## config.mk

```make
export PLATFORM = sky130hd
export DESIGN_NAME = sweeping_sector_visibility_test_top_flat
export DESIGN_NICKNAME = d
export VERILOG_FILES = /design/src/rtl/core/ssvt_pkg.sv /design/src/rtl/core/ssvt_in_if.sv /design/src/rtl/core/ssvt_out_if.sv /design/src/rtl/core/sweeping_sector_visibility_test_top.sv /design/src/flat_wrapper.sv
export SDC_FILE = /design/constraint.sdc
export NUM_CORES = 2
export LEC_CHECK = 0
export BUFFER_PORTS_ARGS = -buffer_cell sky130_fd_sc_hd__buf_2
export CORE_AREA = 2 2 326 328
export DETAILED_ROUTE_END_ITERATION = 12
export DIE_AREA = 0 0 328 330
export PLACE_DENSITY = 0.65
export SLEW_MARGIN = 20
export SYNTH_ARGS = -nofsm -noshare
export SYNTH_HDL_FRONTEND = slang
export SYNTH_SLANG_ARGS = --single-unit
```

## constraint.sdc

```tcl
create_clock -name clk_i -period 12.2 [get_ports clk_i]
set_clock_uncertainty 0.05 [all_clocks]
set_input_delay 0.61 -clock clk_i [delete_from_list [all_inputs] [get_ports clk_i]]
set_output_delay 0.61 -clock clk_i [all_outputs]
set_load 0.05 [all_outputs]
```

## src/rtl/core/ssvt_pkg.sv

```systemverilog
`timescale 1ns / 1ps
`default_nettype none
// ----------------------------------------------------------------------------
// ssvt_pkg: shared definitions of the sweeping sector visibility test
// Widths, fixed-point constants, register indexes, operation codes, the
// sequencer state type and the CORDIC arctangent table.
// ----------------------------------------------------------------------------
package ssvt_pkg;

  // Number of CORDIC vectoring iterations; the table holds 24 entries.
  localparam int CORDIC_STEPS = 16;
  localparam int CORDIC_ITERS = (CORDIC_STEPS < 24) ? CORDIC_STEPS : 24;
  localparam int ITER_W = $clog2(CORDIC_ITERS);

  // Angle units: 1/16 degree, with 16 fraction bits in the bearing path.
  localparam int FULL_TURN  = 5760;
  localparam int HALF_TURN  = 2880;
  localparam int FRAC_SHIFT = 16;
  localparam int PRE_SHIFT  = 24;

  // Widths of the internal datapath.
  localparam int ANG_W = 13;  // view angle and angle registers
  localparam int D_W   = 19;  // doubled offsets from the camera centre
  localparam int SQ_W  = 37;  // squared distances
  localparam int XY_W  = 47;  // CORDIC vector components
  localparam int Z_W   = 31;  // CORDIC angle accumulator
  localparam int TAN_W = 26;  // arctangent table entries
  localparam int TICK_W = 15; // signed angle after one sweep step

  localparam logic signed [Z_W-1:0] FULL_FX = Z_W'(FULL_TURN * 65536);
  localparam logic signed [Z_W-1:0] HALF_FX = Z_W'(HALF_TURN * 65536);

  // Configuration register indexes.
  localparam logic [2:0] REG_SWEEP_STEP = 3'd0;
  localparam logic [2:0] REG_SWEEP_MIN  = 3'd1;
  localparam logic [2:0] REG_SWEEP_MAX  = 3'd2;
  localparam logic [2:0] REG_VIEW_RANGE = 3'd3;
  localparam logic [2:0] REG_CONE_WIDTH = 3'd4;
  localparam logic [2:0] REG_CENTER_X   = 3'd5;
  localparam logic [2:0] REG_CENTER_Y   = 3'd6;

  // Operation codes of an input item.
  localparam logic OP_TICK = 1'b0;
  localparam logic OP_TEST = 1'b1;

  // Index of the last of the five test points (the rectangle centre).
  localparam logic [2:0] LAST_POINT = 3'd4;

  typedef enum logic [3:0] {
    ST_IDLE,
    ST_SETUP,
    ST_DIST_X,
    ST_DIST_Y,
    ST_DIST_R,
    ST_CINIT,
    ST_CORDIC,
    ST_WRAP,
    ST_CONE,
    ST_DONE
  } ssvt_state_e;

  // atan(2^-i) in units of 1/(16*65536) degree, rounded to nearest.
  function automatic logic [TAN_W-1:0] atan_entry(input logic [4:0] idx);
    logic [TAN_W-1:0] t;
    case (idx)
      5'd0:  t = 26'd47185920;
      5'd1:  t = 26'd27855475;
      5'd2:  t = 26'd14718068;
      5'd3:  t = 26'd7471121;
      5'd4:  t = 26'd3750058;
      5'd5:  t = 26'd1876857;
      5'd6:  t = 26'd938658;
      5'd7:  t = 26'd469357;
      5'd8:  t = 26'd234682;
      5'd9:  t = 26'd117342;
      5'd10: t = 26'd58671;
      5'd11: t = 26'd29335;
      5'd12: t = 26'd14668;
      5'd13: t = 26'd7334;
      5'd14: t = 26'd3667;
      5'd15: t = 26'd1833;
      5'd16: t = 26'd917;
      5'd17: t = 26'd458;
      5'd18: t = 26'd229;
      5'd19: t = 26'd115;
      5'd20: t = 26'd57;
      5'd21: t = 26'd29;
      5'd22: t = 26'd14;
      5'd23: t = 26'd7;
      default: t = '0;
    endcase
    return t;
  endfunction

endpackage
`default_nettype wire

```

## src/rtl/core/ssvt_in_if.sv

```systemverilog
`timescale 1ns / 1ps
`default_nettype none
// ----------------------------------------------------------------------------
// ssvt_in_if: input channel of the sweeping sector visibility test
// Carries one tick or rectangle test item per transfer.
// ----------------------------------------------------------------------------
interface ssvt_in_if;
  logic               valid;
  logic               ready;
  logic               operation;
  logic signed [15:0] rect_x;
  logic signed [15:0] rect_y;
  logic        [11:0] rect_w;
  logic        [11:0] rect_h;

  modport source (
    output valid, operation, rect_x, rect_y, rect_w, rect_h,
    input  ready
  );

  modport sink (
    input  valid, operation, rect_x, rect_y, rect_w, rect_h,
    output ready
  );
endinterface
`default_nettype wire

```

## src/rtl/core/ssvt_out_if.sv

```systemverilog
`timescale 1ns / 1ps
`default_nettype none
// ----------------------------------------------------------------------------
// ssvt_out_if: result channel of the sweeping sector visibility test
// Carries the visibility flag and the view angle, one result per transfer.
// ----------------------------------------------------------------------------
interface ssvt_out_if;
  logic        valid;
  logic        ready;
  logic        seen;
  logic [12:0] view_angle;

  modport source (
    output valid, seen, view_angle,
    input  ready
  );

  modport sink (
    input  valid, seen, view_angle,
    output ready
  );
endinterface
`default_nettype wire

```

## src/rtl/core/sweeping_sector_visibility_test_top.sv

```systemverilog
`timescale 1ns / 1ps
`default_nettype none
// ----------------------------------------------------------------------------
// sweeping_sector_visibility_test_top: sweeping view cone visibility test
// Usage:
//   Items arrive on in_i and every item gives exactly one result on out_o.
//   A tick item steps the view angle toward the current bound and, once it
//   reaches or passes it, clamps it there and reverses the sweep; its
//   result reports seen as 0. A test item checks the four corners and the
//   centre of a rectangle against the view sector and stops at the first
//   point that is seen. One sequencer and one shared squarer and CORDIC
//   adder stage do all the work, so in_i.ready is high only while the
//   sequencer is idle. A test point runs the setup and distance states;
//   one in range also runs CINIT, the CORDIC iteration loop (which
//   dominates), WRAP and CONE. A tick goes straight to the result state.
//   The result waits in an output register; the next item is taken while
//   it waits, and a second result is held back until out_o.ready frees it.
//   Registers are written on cfg_we_i; the user must write them only while
//   the block is idle, as the block itself does not enforce it. Reset
//   clears the sweep angle to 0, sets an upward sweep and loads the
//   register defaults; no clearing pass is needed.
// ----------------------------------------------------------------------------
module sweeping_sector_visibility_test_top
  import ssvt_pkg::*;
(
  input  wire logic        clk_i,
  input  wire logic        rst_ni,
  input  wire logic        cfg_we_i,
  input  wire logic [2:0]  cfg_idx_i,
  input  wire logic [15:0] cfg_data_i,
  ssvt_in_if.sink          in_i,
  ssvt_out_if.source       out_o
);

  // Configuration registers.
  logic        [7:0]       sweep_step_q;
  logic        [ANG_W-1:0] sweep_min_q;
  logic        [ANG_W-1:0] sweep_max_q;
  logic        [11:0]      view_range_q;
  logic        [ANG_W-1:0] cone_width_q;
  logic signed [15:0]      center_x_q;
  logic signed [15:0]      center_y_q;

  // Sweep state.
  logic [ANG_W-1:0] sweep_angle_q, sweep_angle_d;
  logic             sweep_up_q, sweep_up_d;

  // Sequencer and datapath registers.
  ssvt_state_e             state_q, state_d;
  logic        [2:0]       pt_q, pt_d;
  logic        [ITER_W-1:0] iter_q, iter_d;
  logic                    seen_q, seen_d;
  logic signed [15:0]      rect_x_q, rect_y_q;
  logic        [11:0]      rect_w_q, rect_h_q;
  logic signed [D_W-1:0]   dx_q, dx_d, dy_q, dy_d;
  logic        [SQ_W-1:0]  sq_q, sq_d;
  logic signed [XY_W-1:0]  x_q, x_d, y_q, y_d;
  logic signed [Z_W-1:0]   z_q, z_d;
  logic signed [Z_W-1:0]   diff_q, diff_d;
  logic                    out_valid_q, out_valid_d;
  logic                    out_seen_q;
  logic        [ANG_W-1:0] out_angle_q;

  // Handshake events.
  logic in_fire, tick_fire, out_load;

  // Combinational helpers.
  logic signed [D_W-1:0]     mul_a;
  logic signed [2*D_W-1:0]   mul_p;
  logic                      in_range;
  logic                      zero_vec;
  logic                      cone_hit;
  logic                      last_pt;
  logic signed [TICK_W-1:0]  tick_a;
  logic        [ANG_W-1:0]   cam_mod;
  logic signed [Z_W-1:0]     cam_fx;
  logic signed [Z_W-1:0]     z_wrap;
  logic signed [Z_W-1:0]     diff_wrap;
  logic        [Z_W-1:0]     diff_abs;
  logic        [12:0]        off_x, off_y;
  logic signed [D_W-1:0]     cx_neg, cy_neg;
  logic signed [XY_W-1:0]    x_sh, y_sh;
  logic signed [D_W-1:0]     vx, vy;

  assign in_i.ready = (state_q == ST_IDLE);
  assign in_fire    = in_i.valid && in_i.ready;
  assign tick_fire  = in_fire && (in_i.operation == OP_TICK);
  assign out_load   = (state_q == ST_DONE) && (!out_valid_q || out_o.ready);

  assign out_o.valid      = out_valid_q;
  assign out_o.seen       = out_seen_q;
  assign out_o.view_angle = out_angle_q;

  // Configuration writes; indexes beyond the list are ignored.
  always_ff @(posedge clk_i or negedge rst_ni) begin
    if (!rst_ni) begin
      sweep_step_q <= 8'd4;
      sweep_min_q  <= ANG_W'(0);
      sweep_max_q  <= ANG_W'(FULL_TURN);
      view_range_q <= 12'd200;
      cone_width_q <= ANG_W'(960);
      center_x_q   <= 16'sd16;
      center_y_q   <= 16'sd16;
    end else if (cfg_we_i) begin
      unique case (cfg_idx_i)
        REG_SWEEP_STEP: sweep_step_q <= cfg_data_i[7:0];
        REG_SWEEP_MIN:  sweep_min_q  <= cfg_data_i[ANG_W-1:0];
        REG_SWEEP_MAX:  sweep_max_q  <= cfg_data_i[ANG_W-1:0];
        REG_VIEW_RANGE: view_range_q <= cfg_data_i[11:0];
        REG_CONE_WIDTH: cone_width_q <= cfg_data_i[ANG_W-1:0];
        REG_CENTER_X:   center_x_q   <= signed'(cfg_data_i);
        REG_CENTER_Y:   center_y_q   <= signed'(cfg_data_i);
        default: ;
      endcase
    end
  end

  // Sweep step: the upper bound is checked before the lower one.
  always_comb begin
    sweep_angle_d = sweep_angle_q;
    sweep_up_d    = sweep_up_q;
    if (sweep_up_q) begin
      tick_a = signed'(TICK_W'(sweep_angle_q)) + signed'(TICK_W'(sweep_step_q));
    end else begin
      tick_a = signed'(TICK_W'(sweep_angle_q)) - signed'(TICK_W'(sweep_step_q));
    end
    if (tick_fire) begin
      if (tick_a >= signed'(TICK_W'(sweep_max_q))) begin
        sweep_angle_d = sweep_max_q;
        sweep_up_d    = 1'b0;
      end else if (tick_a <= signed'(TICK_W'(sweep_min_q))) begin
        sweep_angle_d = sweep_min_q;
        sweep_up_d    = 1'b1;
      end else begin
        sweep_angle_d = tick_a[ANG_W-1:0];
      end
    end
  end

  // Shared squarer: offsets during the distance test, then the range.
  always_comb begin
    case (state_q)
      ST_DIST_X: mul_a = dx_q;
      ST_DIST_Y: mul_a = dy_q;
      default:   mul_a = signed'(D_W'({view_range_q, 1'b0}));
    endcase
    mul_p    = mul_a * mul_a;
    in_range = (sq_q <= mul_p[SQ_W-1:0]);
  end

  // Test point offsets in doubled coordinates: corners, then the centre.
  always_comb begin
    case (pt_q)
      3'd1:    begin off_x = {rect_w_q, 1'b0}; off_y = '0;               end
      3'd2:    begin off_x = '0;               off_y = {rect_h_q, 1'b0}; end
      3'd3:    begin off_x = {rect_w_q, 1'b0}; off_y = {rect_h_q, 1'b0}; end
      3'd4:    begin off_x = {1'b0, rect_w_q}; off_y = {1'b0, rect_h_q}; end
      default: begin off_x = '0;               off_y = '0;               end
    endcase
    cx_neg = -(D_W'(center_x_q) <<< 1);
    cy_neg = -(D_W'(center_y_q) <<< 1);
  end

  // Bearing and cone compare helpers.
  always_comb begin
    zero_vec = (dx_q == '0) && (dy_q == '0);
    vx       = (dx_q < 0) ? -dx_q : dx_q;
    vy       = (dx_q < 0) ? -dy_q : dy_q;
    x_sh     = x_q >>> iter_q;
    y_sh     = y_q >>> iter_q;
    cam_mod  = (sweep_angle_q >= ANG_W'(FULL_TURN)) ?
               (sweep_angle_q - ANG_W'(FULL_TURN)) : sweep_angle_q;
    cam_fx   = signed'(Z_W'({cam_mod, 16'b0}));
    if (z_q < 0) begin
      z_wrap = z_q + FULL_FX;
    end else if (z_q >= FULL_FX) begin
      z_wrap = z_q - FULL_FX;
    end else begin
      z_wrap = z_q;
    end
    if (diff_q < -HALF_FX) begin
      diff_wrap = diff_q + FULL_FX;
    end else if (diff_q > HALF_FX) begin
      diff_wrap = diff_q - FULL_FX;
    end else begin
      diff_wrap = diff_q;
    end
    diff_abs = (diff_wrap < 0) ? unsigned'(-diff_wrap) : unsigned'(diff_wrap);
    cone_hit = ({diff_abs[Z_W-2:0], 1'b0} <= Z_W'({cone_width_q, 16'b0}));
    last_pt  = (pt_q == LAST_POINT);
  end

  // Sequencer next state.
  always_comb begin
    state_d = state_q;
    unique case (state_q)
      ST_IDLE: begin
        if (in_fire) begin
          state_d = (in_i.operation == OP_TICK) ? ST_DONE : ST_SETUP;
        end
      end
      ST_SETUP:  state_d = ST_DIST_X;
      ST_DIST_X: state_d = ST_DIST_Y;
      ST_DIST_Y: state_d = ST_DIST_R;
      ST_DIST_R: begin
        if (in_range) begin
          state_d = ST_CINIT;
        end else begin
          state_d = last_pt ? ST_DONE : ST_SETUP;
        end
      end
      ST_CINIT: state_d = zero_vec ? ST_WRAP : ST_CORDIC;
      ST_CORDIC: begin
        if (iter_q == ITER_W'(CORDIC_ITERS - 1)) begin
          state_d = ST_WRAP;
        end
      end
      ST_WRAP: state_d = ST_CONE;
      ST_CONE: state_d = (cone_hit || last_pt) ? ST_DONE : ST_SETUP;
      ST_DONE: begin
        if (out_load) begin
          state_d = ST_IDLE;
        end
      end
      default: state_d = ST_IDLE;
    endcase
  end

  // Datapath updates under the sequencer.
  always_comb begin
    pt_d        = pt_q;
    iter_d      = iter_q;
    seen_d      = seen_q;
    dx_d        = dx_q;
    dy_d        = dy_q;
    sq_d        = sq_q;
    x_d         = x_q;
    y_d         = y_q;
    z_d         = z_q;
    diff_d      = diff_q;
    out_valid_d = out_valid_q;
    if (out_o.ready) begin
      out_valid_d = 1'b0;
    end
    unique case (state_q)
      ST_IDLE: begin
        if (in_fire) begin
          pt_d   = '0;
          seen_d = 1'b0;
        end
      end
      ST_SETUP: begin
        dx_d = (D_W'(rect_x_q) <<< 1) + D_W'(off_x) + cx_neg;
        dy_d = (D_W'(rect_y_q) <<< 1) + D_W'(off_y) + cy_neg;
      end
      ST_DIST_X: sq_d = mul_p[SQ_W-1:0];
      ST_DIST_Y: sq_d = sq_q + mul_p[SQ_W-1:0];
      ST_DIST_R: begin
        if (!in_range) begin
          pt_d = pt_q + 3'd1;
        end
      end
      ST_CINIT: begin
        // Left half plane: rotate by half a turn so CORDIC converges.
        x_d    = XY_W'(vx) <<< PRE_SHIFT;
        y_d    = XY_W'(vy) <<< PRE_SHIFT;
        z_d    = (dx_q < 0) ? HALF_FX : '0;
        iter_d = '0;
      end
      ST_CORDIC: begin
        if (y_q > 0) begin
          x_d = x_q + y_sh;
          y_d = y_q - x_sh;
          z_d = z_q + Z_W'(atan_entry(5'(iter_q)));
        end else begin
          x_d = x_q - y_sh;
          y_d = y_q + x_sh;
          z_d = z_q - Z_W'(atan_entry(5'(iter_q)));
        end
        iter_d = iter_q + ITER_W'(1);
      end
      ST_WRAP: diff_d = z_wrap - cam_fx;
      ST_CONE: begin
        seen_d = cone_hit;
        pt_d   = pt_q + 3'd1;
      end
      ST_DONE: begin
        if (out_load) begin
          out_valid_d = 1'b1;
        end
      end
      default: ;
    endcase
  end

  // Control registers.
  always_ff @(posedge clk_i or negedge rst_ni) begin
    if (!rst_ni) begin
      state_q       <= ST_IDLE;
      sweep_angle_q <= '0;
      sweep_up_q    <= 1'b1;
      pt_q          <= '0;
      iter_q        <= '0;
      seen_q        <= 1'b0;
      out_valid_q   <= 1'b0;
    end else begin
      state_q       <= state_d;
      sweep_angle_q <= sweep_angle_d;
      sweep_up_q    <= sweep_up_d;
      pt_q          <= pt_d;
      iter_q        <= iter_d;
      seen_q        <= seen_d;
      out_valid_q   <= out_valid_d;
    end
  end

  // Payload registers.
  always_ff @(posedge clk_i) begin
    if (in_fire) begin
      rect_x_q <= in_i.rect_x;
      rect_y_q <= in_i.rect_y;
      rect_w_q <= in_i.rect_w;
      rect_h_q <= in_i.rect_h;
    end
    dx_q   <= dx_d;
    dy_q   <= dy_d;
    sq_q   <= sq_d;
    x_q    <= x_d;
    y_q    <= y_d;
    z_q    <= z_d;
    diff_q <= diff_d;
    if (out_load) begin
      out_seen_q  <= seen_q;
      out_angle_q <= sweep_angle_q;
    end
  end

`ifndef SYNTH
  // The sweep angle moves only on a tick transfer.
  a_angle_only_on_tick: assert property (@(posedge clk_i) disable iff (!rst_ni)
    !tick_fire |=> $stable(sweep_angle_q))
    else $error("sweep angle changed without a tick");

  // A tick goes straight to the result stage and reports nothing seen.
  a_tick_result: assert property (@(posedge clk_i) disable iff (!rst_ni)
    tick_fire |=> (state_q == ST_DONE) && !seen_q)
    else $error("tick did not produce an unseen result");

  // The point counter never passes the rectangle centre while testing.
  a_point_bound: assert property (@(posedge clk_i) disable iff (!rst_ni)
    (state_q == ST_SETUP) |-> (pt_q <= LAST_POINT))
    else $error("test point index out of range");

  // A pending result is never overwritten before it is taken.
  a_result_held: assert property (@(posedge clk_i) disable iff (!rst_ni)
    (out_valid_q && !out_o.ready) |=> out_valid_q && $stable(out_angle_q))
    else $error("pending result lost");
`endif

endmodule
`default_nettype wire

```

## src/flat_wrapper.sv

```systemverilog
// flat-port wrapper written by rule: the top's interface ports become plain ports
module sweeping_sector_visibility_test_top_flat import ssvt_pkg::*;
  (clk_i, rst_ni, cfg_we_i, cfg_idx_i, cfg_data_i, in_i_valid, in_i_operation, in_i_rect_x, in_i_rect_y, in_i_rect_w, in_i_rect_h, in_i_ready, out_o_valid, out_o_seen, out_o_view_angle, out_o_ready);
  ssvt_in_if in_i_i ();
  ssvt_out_if out_o_i ();
  input  wire logic clk_i;
  input  wire logic rst_ni;
  input  wire logic cfg_we_i;
  input  wire logic [2:0] cfg_idx_i;
  input  wire logic [15:0] cfg_data_i;
  input wire logic [$bits(in_i_i.valid)-1:0] in_i_valid;
  input wire logic [$bits(in_i_i.operation)-1:0] in_i_operation;
  input wire logic [$bits(in_i_i.rect_x)-1:0] in_i_rect_x;
  input wire logic [$bits(in_i_i.rect_y)-1:0] in_i_rect_y;
  input wire logic [$bits(in_i_i.rect_w)-1:0] in_i_rect_w;
  input wire logic [$bits(in_i_i.rect_h)-1:0] in_i_rect_h;
  output wire logic [$bits(in_i_i.ready)-1:0] in_i_ready;
  output wire logic [$bits(out_o_i.valid)-1:0] out_o_valid;
  output wire logic [$bits(out_o_i.seen)-1:0] out_o_seen;
  output wire logic [$bits(out_o_i.view_angle)-1:0] out_o_view_angle;
  input wire logic [$bits(out_o_i.ready)-1:0] out_o_ready;
  assign in_i_i.valid = in_i_valid;
  assign in_i_i.operation = in_i_operation;
  assign in_i_i.rect_x = in_i_rect_x;
  assign in_i_i.rect_y = in_i_rect_y;
  assign in_i_i.rect_w = in_i_rect_w;
  assign in_i_i.rect_h = in_i_rect_h;
  assign in_i_ready = in_i_i.ready;
  assign out_o_valid = out_o_i.valid;
  assign out_o_seen = out_o_i.seen;
  assign out_o_view_angle = out_o_i.view_angle;
  assign out_o_i.ready = out_o_ready;
  sweeping_sector_visibility_test_top u_core (.clk_i(clk_i), .rst_ni(rst_ni), .cfg_we_i(cfg_we_i), .cfg_idx_i(cfg_idx_i), .cfg_data_i(cfg_data_i), .in_i(in_i_i), .out_o(out_o_i));
endmodule
```

==> results.md <==
- The run finished with clean final reports.
- Before antenna repair, the detailed router went through 6 iterations.
- The library cell used most frequently in the layout, excluding fill and tap cells, is sky130_fd_sc_hd__inv_1.
- Setup repair after global routing left no endpoint under its margin.
- The unique cell type count in the Yosys netlist is 95.
- The critical register-to-register path startpoint is u_core.state_q[0]$_DFFE_PN0P_.
- The worst reg-to-reg path cell count is 36.
- The placeable core area is 105,000 sq um.
- The number of antenna violations at the first check in global routing is 0.
- The area growth from synthesis to layout is 6.80%.
- The I/O pin count is 97.
- The clock tree synthesis step divided the H-tree into 2 levels.
- The max-slew violation count is 0.
- A synthesized cell averages 9.09 sq um.
- The synthesized netlist cell count is 5,726.
- Once detail routing completed, the nets flagged for antenna violations numbered 0.
- Cells with a size suffix above 1 make up 9.34% of the layout.
- The critical path is of the flip-flop to flip-flop type.
- Yosys mapped a number of flops with a built-in enable equal to 301.
- At the end of the flow, the number of nets in the layout was 6,584.
- The first-pass GRT wire length is 232,000 um.
- The commonest register cell after synthesis is sky130_fd_sc_hd__edfxtp_1.
- In this run the critical register-to-register path is captured at u_core.pt_q[0]$_DFFE_PN0P_.
- After layout, the worst path uses 93.4% of the clock period.
- After routing, the total negative slack on setup checks comes to 0 ns.
- The most common cell type on the critical path is sky130_fd_sc_hd__fa_1.
- The clock slew at the register clock pins of the worst setup and hold paths is 0.06 ns.
- Setup violations remaining at the end of the flow were counted as 0.
- The number of antenna repair diodes is 0.
- The count of vias placed by the detailed router is 42,600.
- The die is 328 um wide.
- The largest single stage delay on the critical path is 0.95 ns.
- The total global-route track usage is 26.9%.
- For the worst setup path, the data required time is 12.70 ns.
- In this run the tightest slew margin relative to its limit is 27.5%.
- The top fanout value on the critical path is 25.
- Detailed placement finished with a half-perimeter wire length of 112,000 um.
- The later pin in the worst-skew pair is clocked with a latency of 0.68 ns.
- The area occupied by registers is 12,000 sq um.
- Sequential elements use 23.1% of the synthesized area.
- The kind of start point of the critical path is a flip-flop.
- Yosys printed 0 warnings.
- The CTS tree is yes.
- The floorplan step set the die height to 330 um.
- The slowest stage of the critical path is the sky130_fd_sc_hd__dfrtp_1 cell.
- The register bit count reported by yosys is 419.
- The via count of the first global-routing pass is 41,900.
- Counting along the longest clock path gives a buffer depth of 3.
- The layout filler cell count is 9,596.
- In the layout the commonest cells are sky130_fd_sc_hd__inv_1 (619), sky130_fd_sc_hd__nand2_1 (547), sky130_fd_sc_hd__ha_1 (463).
- Routability-driven placement finished with a final weighted congestion of 0.950.
- The number of DRC violations after detailed routing is 0.
- The async set-reset flop share out of synthesis is 28.2%.
- The largest net degree at the start of global routing is 86.
- The total count of hold-check failures in the final report was 0.
- The count of port buffers added during placement is 96.
- The post-detailed-routing wire length is 145,000 um.
- Once the floorplan was initialized, standard cells occupied 49.7% of the core.
- The number of buffers created by CTS is 52.
- The overflow left after global routing is 0.
- The achievable clock frequency is 87.8 MHz.
- The master cell of the clock root buffer is sky130_fd_sc_hd__clkbuf_16.
- The number of buffers inserted for hold repair after clock tree synthesis is 0.
- Dividing the detail-routed via count by the number of cells gives 5.97.
- The number of standard-cell rows in the floorplan is 119.
- In the final layout, the multi-input gates occupy 36,700 sq um.
- The type of element capturing the critical path is a flip-flop.
- The floorplan step defined a die boundary enclosing 108,000 sq um.
- The post-layout minimum cycle time is 11.39 ns.
- Gates resized during post-CTS repair numbered 0.
- The starting DRC count in detailed routing is 3,297.
- Max-cap violations in this run came to 0.
- The number of sinks driven by the clock tree is 419.
- The data arrival time of the critical path is 11.89 ns.
- Dividing the detail-routed wire length by the instance count gives 20.3 um.
- The slew at the pin closest to its max-slew limit is 1.08 ns.
- The total nets after synthesis is 6,604.
- The number of buffers inserted by post-CTS setup repair is 0.
- The worst setup slack for register-to-register paths is 0.81 ns.
- The worst hold-check path type is primary input to async pin.
- Summing every instance area after synthesis gives 52,000 sq um.
stage by stage:
step	hold WS [ns]	util (%)	std cells	instance area, sq um	worst slack (ns)
after global routing	0.0397	53.1	7141	55600	0.0147
after floorplan	0.264	-	5726	52000	1.58
after CTS	0.0216	53.1	7140	55600	0.742
after detailed placement	0.439	51.3	7042	53700	0.819
final	0.0491	53.1	7141	55600	0.810
after global placement	0.430	51.3	7042	53700	0.916
final cells by class:
class	count	area share [%]
inverters	633	4.28
flip-flops and latches	419	21.6
clock buffers	61	2.42
clock inverters	37	0.854
repair buffers	147	1.56
well taps	1391	3.13
multi-input cells	4453	66.1
sequential cells by signal, indices dropped and copies added, names as in the netlist, 16 cells and up:
name               cells
u_core.z_q            31
u_core.center_y_q     16
u_core.diff_q         31
u_core.sq_q           37
u_core.dy_q           19
u_core.center_x_q     16
u_core.rect_x_q       16
u_core.y_q            47
u_core.dx_q           19
u_core.rect_y_q       16
u_core.x_q            47
routing by layer:
metal / GRT usage [%] / up-vias / share of wire, %
li1: - / 20100 / -
met1: 37.0 / 20800 / 44
met2: 44.3 / 1405 / 46
met3: 3.60 / 256 / 6.4
met4: 7.78 / 0 / 3.0
met5: 0 / - / 0
Yosys cell counts, drive strengths merged, types with 14 or more instances:
| cell | instances | area share [%] |
|---|---|---|
| inv | 626 | 4.5 |
| nand2 | 547 | 3.9 |
| nor2 | 464 | 3.3 |
| ha | 463 | 11 |
| o21ai | 355 | 3.4 |
| fa | 334 | 13 |
| a21oi | 316 | 3.0 |
| edfxtp | 301 | 17 |
| xnor2 | 255 | 4.3 |
| clkbuf | 158 | 1.1 |
| xor2 | 157 | 2.6 |
| a21o | 140 | 2.0 |
| mux2 | 111 | 2.4 |
| mux4 | 109 | 4.7 |
| dfrtp | 103 | 5.0 |
| nor3 | 99 | 0.95 |
| mux2i | 97 | 1.9 |
| nand3 | 97 | 0.94 |
| buf | 63 | 0.70 |
| o21a | 61 | 0.88 |
| a31oi | 56 | 0.67 |
| and3 | 51 | 0.61 |
| a211oi | 50 | 0.72 |
| o21bai | 47 | 0.68 |
| and2 | 46 | 0.55 |
| o31ai | 45 | 0.65 |
| nor2b | 44 | 0.53 |
| nand2b | 40 | 0.48 |
| nor4 | 39 | 0.51 |
| nand4 | 37 | 0.44 |
| or3 | 36 | 0.43 |
| o211ai | 35 | 0.51 |
| a22o | 28 | 0.47 |
| or2 | 23 | 0.28 |
| a21boi | 22 | 0.32 |
| nor3b | 19 | 0.27 |
| a211o | 16 | 0.27 |
| o22ai | 16 | 0.19 |
| a31o | 15 | 0.25 |
| dfstp | 15 | 0.76 |
| o31a | 14 | 0.24 |
worst max-delay path, delay by kind of cell (launching register included):
| kind | cells | cell delay, ns |
|---|---|---|
| XOR/XNOR | 1 | 0.30 |
| AO/OA/AOI/OAI | 11 | 2.94 |
| buffers and inverters | 8 | 1.20 |
| flip-flops | 1 | 0.95 |
| adder cells (fa/ha/maj) | 9 | 4.42 |
| multiplexers | 2 | 0.34 |
| AND/OR/NAND/NOR | 5 | 1.02 |
kinds of logic (layout without fill, tap and decap cells):
group                      Yosys count  in the layout  synth area share [%]
xor gates and xnor gates           412            412                  6.94
and+or+nand+nor                   1595           1595                  14.2
DFF                                419            419                  23.1
adders and majority gates          797            797                  24.0
muxes                              317            317                  9.02
buffers and inverters              854            878                  6.41
AOI/OAI and AO/OA                 1332           1332                  16.4
worst max path at each step:
stage	cells past startpoint	endpoint	from	slack (ns)
2_1_floorplan	43	u_core.pt_q[0]$_DFFE_PN0P_	u_core.state_q[3]$_DFFE_PN0P_	1.58
3_3_place_gp	36	u_core.pt_q[0]$_DFFE_PN0P_	u_core.state_q[0]$_DFFE_PN0P_	0.92
3_5_place_dp	36	u_core.pt_q[0]$_DFFE_PN0P_	u_core.state_q[0]$_DFFE_PN0P_	0.82
4_1_cts	36	u_core.pt_q[0]$_DFFE_PN0P_	u_core.state_q[0]$_DFFE_PN0P_	0.74
5_1_grt	40	u_core.pt_q[0]$_DFFE_PN0P_	u_core.state_q[3]$_DFFE_PN0P_	0.01
6_report	36	u_core.pt_q[0]$_DFFE_PN0P_	u_core.state_q[0]$_DFFE_PN0P_	0.81
Power is left out: the tool's default activity adds up to more than one toggle a clock period on the data nets, which glitch-free logic cannot reach.
